### src/rtl/vlr_pkg.sv
`timescale 1ns / 1ps
`default_nettype none
// ----------------------------------------------------------------------------
// vlr_pkg
// Shared types and constants of the vector line rasterizer.
// ----------------------------------------------------------------------------
package vlr_pkg;

   // Item mode codes as they arrive on the request channel
   localparam logic [1:0] MODE_MOVE = 2'd0;
   localparam logic [1:0] MODE_DRAW = 2'd1;
   localparam logic [1:0] MODE_STEP = 2'd2;

   localparam int MODE_BITS  = 2;
   localparam int DWELL_BITS = 16;

   // Command queue between front and back
   localparam int QUEUE_DEPTH    = 2;
   localparam int QUEUE_PTR_BITS = 1;
   localparam int QUEUE_CNT_BITS = 2;

   // Classified command handed from front to back
   typedef enum logic [1:0] {
      CMD_MOVE,
      CMD_DRAW,
      CMD_STEP,
      CMD_NOP
   } cmd_kind_type;

endpackage

`default_nettype wire

### src/rtl/vlr_front.sv
`timescale 1ns / 1ps
`default_nettype none
// ----------------------------------------------------------------------------
// vlr_front
// Accepts request items, classifies the mode and queues commands for the back.
// ----------------------------------------------------------------------------
module vlr_front #(
   parameter int COORD_BITS = 8
) (
   input  wire                      clock,
   input  wire                      reset,
   input  wire                      in_valid,
   output logic                     in_ready,
   input  wire  [1:0]               in_mode,
   input  wire  [COORD_BITS-1:0]    in_tx,
   input  wire  [COORD_BITS-1:0]    in_ty,
   output logic                     q_valid,
   input  wire                      q_ready,
   output vlr_pkg::cmd_kind_type    q_kind,
   output logic [COORD_BITS-1:0]    q_tx,
   output logic [COORD_BITS-1:0]    q_ty
);
   import vlr_pkg::*;

   cmd_kind_type                 kind_mem_ff [QUEUE_DEPTH];
   logic [COORD_BITS-1:0]        tx_mem_ff   [QUEUE_DEPTH];
   logic [COORD_BITS-1:0]        ty_mem_ff   [QUEUE_DEPTH];
   logic [QUEUE_PTR_BITS-1:0]    wr_ptr_ff, wr_ptr_in;
   logic [QUEUE_PTR_BITS-1:0]    rd_ptr_ff, rd_ptr_in;
   logic [QUEUE_CNT_BITS-1:0]    count_ff, count_in;
   cmd_kind_type                 kind;
   logic                         push;
   logic                         pop;

   always_comb begin
      unique case (in_mode)
         MODE_MOVE: kind = CMD_MOVE;
         MODE_DRAW: kind = CMD_DRAW;
         MODE_STEP: kind = CMD_STEP;
         default:   kind = CMD_NOP;
      endcase
   end

   assign in_ready = (count_ff != QUEUE_CNT_BITS'(QUEUE_DEPTH));
   assign push     = in_valid && in_ready;
   assign q_valid  = (count_ff != '0);
   assign pop      = q_valid && q_ready;
   assign q_kind   = kind_mem_ff[rd_ptr_ff];
   assign q_tx     = tx_mem_ff[rd_ptr_ff];
   assign q_ty     = ty_mem_ff[rd_ptr_ff];

   always_comb begin
      wr_ptr_in = push ? wr_ptr_ff + 1'b1 : wr_ptr_ff;
      rd_ptr_in = pop ? rd_ptr_ff + 1'b1 : rd_ptr_ff;
      count_in  = count_ff;
      if (push && !pop) begin
         count_in = count_ff + 1'b1;
      end else if (pop && !push) begin
         count_in = count_ff - 1'b1;
      end
   end

   always_ff @(posedge clock) begin
      if (reset) begin
         wr_ptr_ff <= '0;
         rd_ptr_ff <= '0;
         count_ff  <= '0;
      end else begin
         wr_ptr_ff <= wr_ptr_in;
         rd_ptr_ff <= rd_ptr_in;
         count_ff  <= count_in;
      end
   end

   always_ff @(posedge clock) begin
      if (push) begin
         kind_mem_ff[wr_ptr_ff] <= kind;
         tx_mem_ff[wr_ptr_ff]   <= in_tx;
         ty_mem_ff[wr_ptr_ff]   <= in_ty;
      end
   end

`ifndef ASSERT_OFF
   a_count_bound: assert property (@(posedge clock) disable iff (reset)
      count_ff <= QUEUE_CNT_BITS'(QUEUE_DEPTH))
      else $error("queue count beyond depth");
   a_ptr_gap: assert property (@(posedge clock) disable iff (reset)
      (count_ff == QUEUE_CNT_BITS'(1)) |-> (wr_ptr_ff != rd_ptr_ff))
      else $error("queue pointers disagree with count");
   a_count_up: assert property (@(posedge clock) disable iff (reset)
      (push && !pop) |=> (count_ff == $past(count_ff) + 1'b1))
      else $error("queue count did not follow a lone push");
`endif

endmodule

`default_nettype wire

### src/rtl/vlr_back.sv
`timescale 1ns / 1ps
`default_nettype none
// ----------------------------------------------------------------------------
// vlr_back
// Executes queued commands: beam position, Bresenham stepping, point output.
// ----------------------------------------------------------------------------
module vlr_back #(
   parameter int COORD_BITS = 8
) (
   input  wire                      clock,
   input  wire                      reset,
   input  wire                      csr_we,
   input  wire  [15:0]              csr_wdata,
   input  wire                      q_valid,
   output logic                     q_ready,
   input  vlr_pkg::cmd_kind_type    q_kind,
   input  wire  [COORD_BITS-1:0]    q_tx,
   input  wire  [COORD_BITS-1:0]    q_ty,
   output logic                     out_valid,
   input  wire                      out_ready,
   output logic [COORD_BITS-1:0]    out_x,
   output logic [COORD_BITS-1:0]    out_y,
   output logic                     out_laser,
   output logic [16:0]              out_dwell,
   output logic                     out_last,
   output logic                     out_point_valid
);
   import vlr_pkg::*;

   localparam int ERR_W = COORD_BITS + 3;

   logic [DWELL_BITS-1:0]     point_dwell_ff;
   logic [COORD_BITS-1:0]     cur_x_ff, cur_x_in, cur_y_ff, cur_y_in;
   logic [COORD_BITS-1:0]     end_x_ff, end_x_in, end_y_ff, end_y_in;
   logic [COORD_BITS-1:0]     span_x_ff, span_x_in, span_y_ff, span_y_in;
   logic signed [ERR_W-1:0]   err_ff, err_in;
   logic                      x_major_ff, x_major_in;
   logic [1:0]                dirs_ff, dirs_in;
   logic                      active_ff, active_in;

   logic                      out_valid_ff, out_valid_in;
   logic [COORD_BITS-1:0]     out_x_ff, out_x_in, out_y_ff, out_y_in;
   logic                      out_laser_ff, out_laser_in;
   logic [16:0]               out_dwell_ff, out_dwell_in;
   logic                      out_last_ff, out_last_in;
   logic                      out_pv_ff, out_pv_in;

   logic                      fire;
   logic                      xneg, yneg, xm;
   logic [COORD_BITS-1:0]     sx, sy, nx, ny;
   logic signed [ERR_W-1:0]   two_sx, two_sy, one_sx, one_sy;
   logic signed [ERR_W-1:0]   two_span_x, two_span_y;
   logic                      minor, done;
   logic [16:0]               dwell2;

   assign q_ready = !out_valid_ff || out_ready;
   assign fire    = q_valid && q_ready;
   assign dwell2  = {point_dwell_ff, 1'b0};

   // Draw set-up from the current beam position
   always_comb begin
      xneg   = q_tx < cur_x_ff;
      yneg   = q_ty < cur_y_ff;
      sx     = xneg ? cur_x_ff - q_tx : q_tx - cur_x_ff;
      sy     = yneg ? cur_y_ff - q_ty : q_ty - cur_y_ff;
      xm     = sy <= sx;
      two_sx = $signed({2'b00, sx, 1'b0});
      two_sy = $signed({2'b00, sy, 1'b0});
      one_sx = $signed({3'b000, sx});
      one_sy = $signed({3'b000, sy});
   end

   // One Bresenham step
   always_comb begin
      two_span_x = $signed({2'b00, span_x_ff, 1'b0});
      two_span_y = $signed({2'b00, span_y_ff, 1'b0});
      if (x_major_ff) begin
         minor = !err_ff[ERR_W-1];
      end else begin
         minor = !err_ff[ERR_W-1] && (err_ff != '0);
      end
      nx = cur_x_ff;
      ny = cur_y_ff;
      if (x_major_ff || minor) begin
         nx = dirs_ff[0] ? cur_x_ff - 1'b1 : cur_x_ff + 1'b1;
      end
      if (!x_major_ff || minor) begin
         ny = dirs_ff[1] ? cur_y_ff - 1'b1 : cur_y_ff + 1'b1;
      end
      done = x_major_ff ? (nx == end_x_ff) : (ny == end_y_ff);
   end

   always_comb begin
      cur_x_in     = cur_x_ff;
      cur_y_in     = cur_y_ff;
      end_x_in     = end_x_ff;
      end_y_in     = end_y_ff;
      span_x_in    = span_x_ff;
      span_y_in    = span_y_ff;
      err_in       = err_ff;
      x_major_in   = x_major_ff;
      dirs_in      = dirs_ff;
      active_in    = active_ff;
      out_valid_in = q_ready ? q_valid : out_valid_ff;
      out_x_in     = '0;
      out_y_in     = '0;
      out_laser_in = 1'b0;
      out_dwell_in = '0;
      out_last_in  = 1'b0;
      out_pv_in    = 1'b0;
      if (fire) begin
         unique case (q_kind)
            CMD_MOVE: begin
               cur_x_in    = q_tx;
               cur_y_in    = q_ty;
               active_in   = 1'b0;
               out_x_in    = q_tx;
               out_y_in    = q_ty;
               out_last_in = 1'b1;
               out_pv_in   = 1'b1;
            end
            CMD_DRAW: begin
               span_x_in    = sx;
               span_y_in    = sy;
               dirs_in      = {yneg, xneg};
               x_major_in   = xm;
               err_in       = xm ? two_sy - one_sx : two_sx - one_sy;
               end_x_in     = q_tx;
               end_y_in     = q_ty;
               active_in    = (q_tx != cur_x_ff) || (q_ty != cur_y_ff);
               out_x_in     = cur_x_ff;
               out_y_in     = cur_y_ff;
               out_laser_in = 1'b1;
               out_dwell_in = dwell2;
               out_last_in  = (q_tx == cur_x_ff) && (q_ty == cur_y_ff);
               out_pv_in    = 1'b1;
            end
            CMD_STEP: begin
               if (active_ff) begin
                  cur_x_in = nx;
                  cur_y_in = ny;
                  if (x_major_ff) begin
                     err_in = minor ? err_ff + two_span_y - two_span_x
                                    : err_ff + two_span_y;
                  end else begin
                     err_in = minor ? err_ff + two_span_x - two_span_y
                                    : err_ff + two_span_x;
                  end
                  active_in    = !done;
                  out_x_in     = nx;
                  out_y_in     = ny;
                  out_laser_in = 1'b1;
                  out_dwell_in = dwell2;
                  out_last_in  = done;
                  out_pv_in    = 1'b1;
               end
            end
            default: begin
               // reserved mode: invalid point, state untouched
               out_pv_in = 1'b0;
            end
         endcase
      end
   end

   always_ff @(posedge clock) begin
      if (reset) begin
         point_dwell_ff <= DWELL_BITS'(1);
         cur_x_ff       <= '0;
         cur_y_ff       <= '0;
         end_x_ff       <= '0;
         end_y_ff       <= '0;
         span_x_ff      <= '0;
         span_y_ff      <= '0;
         err_ff         <= '0;
         x_major_ff     <= 1'b0;
         dirs_ff        <= '0;
         active_ff      <= 1'b0;
         out_valid_ff   <= 1'b0;
      end else begin
         if (csr_we) begin
            point_dwell_ff <= csr_wdata;
         end
         cur_x_ff     <= cur_x_in;
         cur_y_ff     <= cur_y_in;
         end_x_ff     <= end_x_in;
         end_y_ff     <= end_y_in;
         span_x_ff    <= span_x_in;
         span_y_ff    <= span_y_in;
         err_ff       <= err_in;
         x_major_ff   <= x_major_in;
         dirs_ff      <= dirs_in;
         active_ff    <= active_in;
         out_valid_ff <= out_valid_in;
      end
   end

   // Hold the result while the consumer stalls
   always_ff @(posedge clock) begin
      if (fire) begin
         out_x_ff     <= out_x_in;
         out_y_ff     <= out_y_in;
         out_laser_ff <= out_laser_in;
         out_dwell_ff <= out_dwell_in;
         out_last_ff  <= out_last_in;
         out_pv_ff    <= out_pv_in;
      end
   end

   assign out_valid       = out_valid_ff;
   assign out_x           = out_x_ff;
   assign out_y           = out_y_ff;
   assign out_laser       = out_laser_ff;
   assign out_dwell       = out_dwell_ff;
   assign out_last        = out_last_ff;
   assign out_point_valid = out_pv_ff;

`ifndef ASSERT_OFF
   a_invalid_zero: assert property (@(posedge clock) disable iff (reset)
      (out_valid_ff && !out_pv_ff) |-> (out_x_ff == '0 && out_y_ff == '0 &&
         !out_laser_ff && out_dwell_ff == '0 && !out_last_ff))
      else $error("invalid point carries payload");
   a_move_point: assert property (@(posedge clock) disable iff (reset)
      (out_valid_ff && out_pv_ff && !out_laser_ff) |-> (out_last_ff && out_dwell_ff == '0))
      else $error("move point not last or has dwell");
   a_active_major: assert property (@(posedge clock) disable iff (reset)
      active_ff |-> (x_major_ff ? (cur_x_ff != end_x_ff) : (cur_y_ff != end_y_ff)))
      else $error("line active at its end");
`endif

endmodule

`default_nettype wire

### src/rtl/vector_line_rasterizer_core.sv
`timescale 1ns / 1ps
`default_nettype none
// ----------------------------------------------------------------------------
// vector_line_rasterizer_core
// Laser scanner point generator: moves, Bresenham line draws and steps.
// ----------------------------------------------------------------------------
// Takes one item per clock while the queue has room and gives one point per
// item, so a line comes out at one point per cycle while rsp_tready is high.
// Items pass the two-entry command queue of the front end, then the output
// register of the back end. A step updates and sign-tests the error term,
// which sets the rate. Write point_dwell only while the block is idle.
// ----------------------------------------------------------------------------
module vector_line_rasterizer_core #(
   parameter int COORD_BITS = 8
) (
   input  wire                                   clock,
   input  wire                                   reset,
   input  wire                                   csr_we,
   input  wire  [15:0]                           csr_wdata,  // point_dwell
   input  wire                                   req_tvalid,
   output logic                                  req_tready,
   // target_x, target_y
   input  wire  [8*((2*COORD_BITS+7)/8)-1:0]     req_tdata,
   input  wire  [1:0]                            req_tuser,  // mode
   output logic                                  rsp_tvalid,
   input  wire                                   rsp_tready,
   // point_x, point_y, laser_on, dwell
   output logic [8*((2*COORD_BITS+25)/8)-1:0]    rsp_tdata,
   output logic                                  rsp_tlast,  // last_point
   output logic                                  rsp_tuser   // point_valid
);
   import vlr_pkg::*;

   localparam int RSP_W   = 2 * COORD_BITS + 18;
   localparam int RSP_PAD = 8 * ((2 * COORD_BITS + 25) / 8) - RSP_W;

   logic                   q_valid;
   logic                   q_ready;
   cmd_kind_type           q_kind;
   logic [COORD_BITS-1:0]  q_tx;
   logic [COORD_BITS-1:0]  q_ty;
   logic [COORD_BITS-1:0]  pt_x;
   logic [COORD_BITS-1:0]  pt_y;
   logic                   pt_laser;
   logic [16:0]            pt_dwell;

   vlr_front #(
      .COORD_BITS (COORD_BITS)
   ) u_front (
      .clock    (clock),
      .reset    (reset),
      .in_valid (req_tvalid),
      .in_ready (req_tready),
      .in_mode  (req_tuser),
      .in_tx    (req_tdata[COORD_BITS-1:0]),
      .in_ty    (req_tdata[2*COORD_BITS-1:COORD_BITS]),
      .q_valid  (q_valid),
      .q_ready  (q_ready),
      .q_kind   (q_kind),
      .q_tx     (q_tx),
      .q_ty     (q_ty)
   );

   vlr_back #(
      .COORD_BITS (COORD_BITS)
   ) u_back (
      .clock           (clock),
      .reset           (reset),
      .csr_we          (csr_we),
      .csr_wdata       (csr_wdata),
      .q_valid         (q_valid),
      .q_ready         (q_ready),
      .q_kind          (q_kind),
      .q_tx            (q_tx),
      .q_ty            (q_ty),
      .out_valid       (rsp_tvalid),
      .out_ready       (rsp_tready),
      .out_x           (pt_x),
      .out_y           (pt_y),
      .out_laser       (pt_laser),
      .out_dwell       (pt_dwell),
      .out_last        (rsp_tlast),
      .out_point_valid (rsp_tuser)
   );

   generate
      if (RSP_PAD > 0) begin : g_pad
         assign rsp_tdata = {{RSP_PAD{1'b0}}, pt_dwell, pt_laser, pt_y, pt_x};
      end else begin : g_nopad
         assign rsp_tdata = {pt_dwell, pt_laser, pt_y, pt_x};
      end
   endgenerate

endmodule

`default_nettype wire
### config.mk
export PLATFORM = sky130hd
export DESIGN_NAME = vector_line_rasterizer_core
export DESIGN_NICKNAME = d
export VERILOG_FILES = /design/src/rtl/vlr_pkg.sv /design/src/rtl/vlr_front.sv /design/src/rtl/vlr_back.sv /design/src/rtl/vector_line_rasterizer_core.sv
export SDC_FILE = /design/constraint.sdc
export NUM_CORES = 1
export LEC_CHECK = 0
export BUFFER_PORTS_ARGS = -buffer_cell sky130_fd_sc_hd__buf_2
export CORE_ASPECT_RATIO = 0.8
export CORE_MARGIN = 5
export CORE_UTILIZATION = 60
export DETAILED_ROUTE_END_ITERATION = 8
export GPL_TIMING_DRIVEN = 0
export PLACE_DENSITY = 0.79
export REMOVE_ABC_BUFFERS = 1
export SLEW_MARGIN = 25
export SYNTH_ARGS = -nofsm -noshare
export SYNTH_HDL_FRONTEND = slang
export SYNTH_HIERARCHICAL = 1
export SYNTH_SLANG_ARGS = --single-unit
### constraint.sdc
create_clock -name clock -period 5.3 [get_ports clock]
set_input_delay 0.795 -clock clock [delete_from_list [all_inputs] [get_ports clock]]
set_output_delay 0.795 -clock clock [all_outputs]
set_load 0.05 [all_outputs]
-- After elaboration in Yosys (flattened, before gate mapping)
Memories as Yosys holds them, arrays and structs flattened. A register that Yosys moved wholly into a read port is not among the register bits.
Cells that the tools add are included.
- flip-flop bits (word level): 120
- memory bits (writable): 36
- input bits: 39
- output and inout bits: 44
- word-level logic and storage cells: 128
- memories kept: 3
- add/sub/neg operators: 18
- magnitude comparators: 3
- equal/unequal tests: 12
- mux-type cells: 42
- reductions and logical operators: 29
- memories (memory ; depth ; width ; read ports ; clocked after memory_dff ; wr ports ; RTL line ; source):
    u_front.tx_mem_ff ; 2 ; 8 ; 1 ; 1 ; 1 ; vlr_front.sv:26 ; logic [COORD_BITS-1:0] tx_mem_ff [QUEUE_DEPTH];
    u_front.ty_mem_ff ; 2 ; 8 ; 1 ; 1 ; 1 ; vlr_front.sv:27 ; logic [COORD_BITS-1:0] ty_mem_ff [QUEUE_DEPTH];
    u_front.kind_mem_ff ; 2 ; 2 ; 1 ; 1 ; 1 ; vlr_front.sv:25 ; cmd_kind_type kind_mem_ff [QUEUE_DEPTH];
- operators with widths (cell ; count):
    $mux W8 ; 10
    $mux W11 ; 5
    $pmux W8 S3 ; 2
    $pmux W17 S2 ; 1
    $eq A8 B8 Y1 ; 4
    $pmux W8 S2 ; 2
    $sub A8 B8 Y8 ; 4
    $add A11 B10 Y11 ; 2
    $pmux W11 S2 ; 1
    $sub A11 B10 Y11 ; 2
    $sub A9 B8 Y10 ; 2
    $mux W17 ; 1
    $add A8 B1 Y8 const B ; 2
    $lt A8 B8 Y1 ; 2
    $ne A8 B8 Y1 ; 2
    $sub A8 B1 Y8 const B ; 2
    $mux W1 ; 13
    $reduce_bool A11 Y1 ; 1
    $le A8 B8 Y1 ; 1
    $reduce_bool A2 Y1 ; 4
    $logic_and A1 B1 Y1 ; 6
    $logic_not A1 Y1 ; 6
    $pmux W1 S3 ; 2
    $pmux W2 S3 ; 1
    15 further kinds ; 26

-- Logic depth before layout (Yosys ltp)
Gate-level depths: netlist (run 1).
- depth after elaboration: 10
- mapped depth: 22
- gate-level depth less buffers: 20

-- Hierarchy
The synthesis (run 1) kept the hierarchy.
- by module, submodules not included (module ; instances ; cells an instance ; area an instance (um2) ; seq. area each (um2)):
    vlr_back ; 1 ; 1173 ; 9691.8 ; 2652.5
    vlr_front ; 1 ; 82 ; 1526.5 ; 1181.1
    vector_line_rasterizer_core ; 1 ; 8 ; 56.3 ; 0.0

-- Worst setup path after synthesis (run 1)
Ideal clock, no wire load.
- kind: reg2reg
- from: register (tool-made name)
- to: register u_back.err_ff[4]
- library setup time: 0.096 ns
- arrival time: 4.479 ns
- required time: 5.204 ns
- setup slack: 0.725 ns
- cell stages (with the launch flop): 22
- path buffers: 3
- period minus slack after synthesis: 4.575 ns
- cell sequence: dfxtp_1 buf_2 buf_4 mux2_2 inv_1 ha_1 inv_1 fa_1 nand3_1 a21o_1 nand2_1 mux2_2 a221o_1 a21oi_1 o22ai_1 ha_1 nand4_1 or3_1 buf_2 a211oi_2 a211oi_1 o41ai_2
- RTL lines (what ; RTL line ; source):
    end signal, assigned ; vlr_back.sv:190 ; err_ff <= err_in;
    end, declared ; vlr_back.sv:36 ; logic signed [ERR_W-1:0] err_ff, err_in;

==> results of run 1 <==
-- logic make-up after synthesis --
logic type / after synthesis
adder cells (fa/ha/maj): 109
multiplexers: 56
other: 2
flip-flops: 156
AND/OR/NAND/NOR: 358
AO/OA/AOI/OAI: 353
buffers and inverters: 158
XOR/XNOR: 71
-- cell type report --
| type | count | area [µm²] |
|---|---|---|
| fill | 1389 | 5870 |
| timing repair buffer | 82 | 454 |
| inverter | 95 | 357 |
| clock buffer | 17 | 425 |
| multi-input combinational | 954 | 6920 |
| clock inverter | 15 | 146 |
| tap | 253 | 317 |
| sequential | 156 | 3840 |
-- stage by stage --
step                instance area [µm²]  util, %
floorplan                         11000        -
finish                            12500     68.0
global route                      12500     68.0
global placement                  11700     63.8
CTS                               12300     67.3
detailed placement                11700     64.1
-- worst min-delay path: stages (launching register included) --
cell and delay, ns:
dfxtp_1 0.31, nand2_1 0.05, a21oi_1 0.06
-- Yosys cell counts (all sizes together), types with 9 or more instances --
| master | count | area [µm²] |
|---|---|---|
| dfxtp | 85 | 1700 |
| a221oi | 10 | 93.8 |
| a211oi | 20 | 155 |
| xor2 | 25 | 226 |
| nand3 | 27 | 140 |
| mux2 | 21 | 236 |
| nor2 | 120 | 453 |
| buf | 24 | 150 |
| edfxtp | 71 | 2130 |
| nor3 | 23 | 115 |
| o21ai | 69 | 357 |
| o21a | 11 | 82.6 |
| fa | 10 | 200 |
| and2 | 24 | 155 |
| o211ai | 9 | 72.6 |
| ha | 98 | 1230 |
| a21o | 26 | 195 |
| xnor2 | 45 | 394 |
| nor2b | 9 | 56.3 |
| a21oi | 108 | 563 |
| clkbuf | 39 | 146 |
| nand2b | 13 | 83.8 |
| nand2 | 104 | 393 |
| inv | 94 | 353 |
| a31oi | 16 | 106 |
| mux2i | 28 | 284 |
-- state kept, by name, summed over array words and instances, names as in the netlist, 2 cells and up, named ones only --
| register | count |
|---|---|
| u_back/cur_y_ff | 8 |
| u_back/span_y_ff | 8 |
| u_back/span_x_ff | 8 |
| u_back/err_ff | 11 |
| u_back/dirs_ff | 2 |
| u_front/tx_mem_ff | 16 |
| u_back/out_y | 8 |
| u_front/ty_mem_ff | 16 |
| u_back/out_dwell | 16 |
| u_back/cur_x_ff | 8 |
| u_front/kind_mem_ff | 4 |
| u_back/end_y_ff | 8 |
| u_front/count_ff | 2 |
| u_back/end_x_ff | 8 |
| u_back/out_x | 8 |
| u_back/point_dwell_ff | 16 |
-- path summary, 6_finish.rpt --
| path | depth (start not counted) | end | start | slack [ns] |
|---|---|---|---|---|
| worst max register to register | 19 | u_back/err_ff[4]$_SDFFE_PP0P_ | register | 0.22 |
| worst min register to register | 2 | u_back/end_x_ff[6]$_SDFFE_PP0P_ | u_back/end_x_ff[6]$_SDFFE_PP0P_ | 0.47 |
| worst max-delay path | 19 | u_back/err_ff[4]$_SDFFE_PP0P_ | register | 0.22 |
| worst min-delay path | 2 | u_back/end_x_ff[6]$_SDFFE_PP0P_ | u_back/end_x_ff[6]$_SDFFE_PP0P_ | 0.47 |
-- placed cells by master, fill, tap and decap left out, drive strengths merged, types with 27 or more instances in the layout --
master	netlist	routed
a21oi	108	108
buf	24	82
dfxtp	85	85
edfxtp	71	71
ha	98	98
inv	94	105
mux2i	28	28
nand2	104	104
nand3	27	27
nor2	120	120
o21ai	69	69
xnor2	45	45
-- routing by layer --
metal,up-vias,share of wire [%],track usage [%]
met5,-,0,0
met4,0,1.0,5.96
met3,31,9.4,5.69
met2,510,44,39.8
met1,4657,45,39.5
li1,4631,-,-
-- repair_timing --
action | CTS | global route
setup endpoints to repair | 12 | 11
pin swaps | 0 | 3
resized for setup | 5 | 12
buffers inserted | 0 | 5
hold buffers | 0 | 0
endpoints found under the hold margin | 0 | 0
==> results.cfg, run 1 <==
[timing]
final-setup-viol-count = 0
tns_ns = 0
timing.hold.ws_ns = 0.465
finalCriticalPeriod_ns = 5.08
rsz0062_at_grt = no
finClkSkew_ns = 0.0111
min_period_over_period_pct = 95.9
finalMaxSlewViolations = 0
worst_slew_pin_slew_ns = 0.961
clock.fmax_mhz = 197
slew_headroom_pct = 35.8
fin_ws_ns = 0.220
hold_viol_final = 0

[route]
avgViaCountPerCell = 6.25
wl_per_cell_um = 18.9
drt_iter0_markers = 1032
via_count = 9829
routed_wl_um = 29700
drc = 0
ant_nets = 0
drt_first_pass_iters = 7

[floorplanning]
die_area_um2 = 21600
die_w_um = 163
io_pins = 83
fp.dieH_um = 133
core_area_um2 = 18300
start_util_pct = 61.5
num_rows = 44

[place]
pre_cts_ws_ns = -0.416
gp_congestion = 0.951
dp_hpwl_um = 21100
dp.cells = 1535
io_buffer_count = 75

[layout]
area_growth_pct = 10.5
antennaDiodeCount = 0
final_cells = 1572
fin_nets = 1453
drive_above_1_share_pct = 15.0

[synth]
syn_inst = 1263
synthAdderAreaFrac_pct = 12.8
ys_seq_elements = 156
ys.flop_type = dfxtp_1
avgSynthCellArea_um2 = 8.93
syn_area_um2 = 11300
synth-simple-area-share_pct = 14.7
synth_edf_count = 71
synth.yosys.seq_area_share_pct = 34.0
yosys_warnings = 6
synth_top_family_by_area = compound AO/OA/AOI/OAI gates
async_flop_share_pct = 0
muxShareOfSynthArea_pct = 6.01
synthDistinctLibCells = 91
synth_compound_area_share_pct = 21.0
synth_xor_area_share_pct = 5.72

[cts]
htree_levels = 4
cts_buffers = 17
root_buffer = clkbuf_16
clk_path_buf_depth = 2
clkTransAtPathRegs_ns = 0.07
cts_tree = built
cts_sinks = 156
insertion_delay_ns = 0.43

[critical_path]
crit_slowest_cell = dfxtp_4
crit_buf_inv = 3
slowest_delay_ns = 0.51
endpoint_kind = register
crit_type = register to register
critical-path-top-delay-family = compound AO/OA/AOI/OAI gates
path_max_fanout = 18
critPathRequiredTime_ns = 5.63
cp.arrival_ns = 5.41
cp_cell_sequence = mux2_2 -> inv_1 -> ha_1 -> inv_1 -> fa_1 -> nand3_1 -> a21o_1 -> nand2_1 -> mux2_2 -> a221o_1 -> a21oi_1 -> o22ai_2 -> ha_1 -> nand4_1 -> buf_4 -> o31a_1 -> nor2_2 -> a211oi_1 -> o41ai_2
worstSetupStartpointType = register

[run]
cap_viol_max_count = 0

[global_route]
overflow = 0
grt_pass1_vias = 8993
antenna_found_initial = 0
grt_use_total_pct = 26.5
grt_max_degree = 72
grt_pass1_wl_um = 46600

[run_status]
outcome = finished, final reports clean

[min_path]
hold_class = register to register
Power of run 1 is left out: the tool's default activity adds up to more than one toggle a clock period on the data nets, which glitch-free logic cannot reach.
==> run 2, diff against run 1 <==
--- a/config.mk
+++ b/config.mk
@@ -6,7 +6,7 @@
 export NUM_CORES = 1
 export LEC_CHECK = 0
 export BUFFER_PORTS_ARGS = -buffer_cell sky130_fd_sc_hd__buf_2
-export CORE_ASPECT_RATIO = 0.8
+export CORE_ASPECT_RATIO = 0.7
 export CORE_MARGIN = 5
 export CORE_UTILIZATION = 60
 export DETAILED_ROUTE_END_ITERATION = 8
==> run 2 against run 1 <==
Sequential share of layout area decreased by 0.18 points. Clock skew decreased by 0.0016 ns. Fmax decreased by 0.74%. Non-clock buffer count increased by 8. Routed wire length increased by 1.4%. Via count increased by 1.1%. Worst hold slack improved by 0.0050 ns. Critical endpoint is now u_back/err_ff[9]$_SDFFE_PP0P_. Highest routed layer unchanged.
==> results.cfg, run 2 (synthesis results as in run 1) <==
[layout]
fin_nets = 1461
final_cell_area_um2 = 12500
layout_commonest_cell = nor2_1
drive_above_1_share_pct = 15.7
area_growth_pct = 11.2
layout_common_cells = 116 x nor2_1, 103 x a21oi_1, 102 x nand2_1
antennaDiodeCount = 0

[floorplanning]
die_area_um2 = 21700
start_util_pct = 60.3
core_area_um2 = 18700
io_pins = 83
fp.dieH_um = 125
die_w_um = 174
num_rows = 42

[timing]
final-setup-viol-count = 0
slew_headroom_pct = 34.9
clock.fmax_mhz = 195
finalCriticalPeriod_ns = 5.12
worst_slew_pin_slew_ns = 0.971
min_period_over_period_pct = 96.6
hold_viol_final = 0
finClkSkew_ns = 0.00945
finalMaxSlewViolations = 0
tns_ns = 0

[critical_path]
crit_slowest_cell = dfxtp_4
endpoint_kind = register
critical-path-top-delay-family = compound AO/OA/AOI/OAI gates
critPathRequiredTime_ns = 5.65
path_max_fanout = 13
slowest_delay_ns = 0.47
cp.arrival_ns = 5.47
crit_type = register to register
cp_cell_sequence = mux2_2 -> ha_1 -> a21oi_2 -> o21a_1 -> a221oi_2 -> o32ai_1 -> nand2b_1 -> xnor2_2 -> ha_1 -> a21o_1 -> a21o_1 -> a21oi_2 -> o31a_1 -> o21ai_1 -> a211o_1 -> a31oi_1
worstSetupStartpointType = register
crit_buf_inv = 0

[global_route]
antenna_found_initial = 0
overflow = 0
grt_use_total_pct = 27.1
grt_max_degree = 72
grt_pass1_wl_um = 48800
grt_pass1_vias = 9531

[run_status]
outcome = finished, final reports clean

[route]
wl_per_cell_um = 19.2
drt_iter0_markers = 1157
routed_wl_um = 30200
via_count = 9937
avgViaCountPerCell = 6.33
drt_first_pass_iters = 8
ant_nets = 0
drc = 0

[place]
io_buffer_count = 75
gp_congestion = 0.975
placed_area_um2 = 11800
dp_hpwl_um = 21700

[cts]
cts_sinks = 156
cts_buffers = 17
root_buffer = clkbuf_16
clkTransAtPathRegs_ns = 0.07
insertion_delay_ns = 0.43
cts_tree = built
clk_path_buf_depth = 2
htree_levels = 4

[run]
cap_viol_max_count = 0

[min_path]
hold_class = register to register
==> run 2: cell types whose count changed in the layout (fill, tap and decap cells not counted), moves of 2 or more <==
cell     previous run  this run
xnor2_2             0         2
buf_4               6        12
inv_8               6         3
inv_4               0         2
==> run 2: routing by layer <==
layer	routed length (µm)	track usage (%)	vias up
met1	13400	39.5	4684
met5	0	0	-
met2	12700	40.6	564
met3	3670	7.40	44
li1	-	-	4645
met4	350	5.54	0
==> run 2: timing repair <==
| item | in CTS | in global routing |
|---|---|---|
| setup endpoints to repair | 12 | 12 |
| pin swaps | 1 | 2 |
| buffers inserted | 0 | 12 |
| cloned | 0 | 0 |
| resized for setup | 5 | 12 |
| hold buffers | 0 | 0 |
==> run 2: per-stage QoR <==
step | util, % | setup WS (ns) | hold WS, ns | instances
2_1_floorplan | - | 0.634 | 0.431 | 1205
3_3_place_gp | 62.4 | -0.631 | 0.446 | 1522
3_5_place_dp | 62.9 | -0.539 | 0.461 | 1525
4_1_cts | 66.1 | 0.0540 | 0.470 | 1557
5_1_grt | 67.0 | -0.0591 | 0.483 | 1569
6_report | 67.0 | 0.182 | 0.470 | 1569
==> run 2: tightest hold or removal path, cell delays in order (launching register included) <==
cell     delay, ns
dfxtp_1       0.32
nand2_1       0.05
a21oi_1       0.05
==> run 2: cell type report <==
cell class	count	area (µm²)
well taps	242	303
fillers	1490	6170
clock buffers	18	439
inverters	95	357
repair buffers	90	547
flip-flops and latches	156	3840
clock inverters	14	149
multi-input cells	954	6900
==> run 2: path summary, 6_finish.rpt <==
check	startpoint	end	slack [ns]	depth (start not counted)
setup / recovery	register	u_back/err_ff[9]$_SDFFE_PP0P_	0.18	16
hold reg to reg	u_back/end_y_ff[7]$_SDFFE_PP0P_	u_back/end_y_ff[7]$_SDFFE_PP0P_	0.47	2
hold / removal	u_back/end_y_ff[7]$_SDFFE_PP0P_	u_back/end_y_ff[7]$_SDFFE_PP0P_	0.47	2
setup reg to reg	register	u_back/err_ff[9]$_SDFFE_PP0P_	0.18	16
Power of run 2 is left out for the same reason.
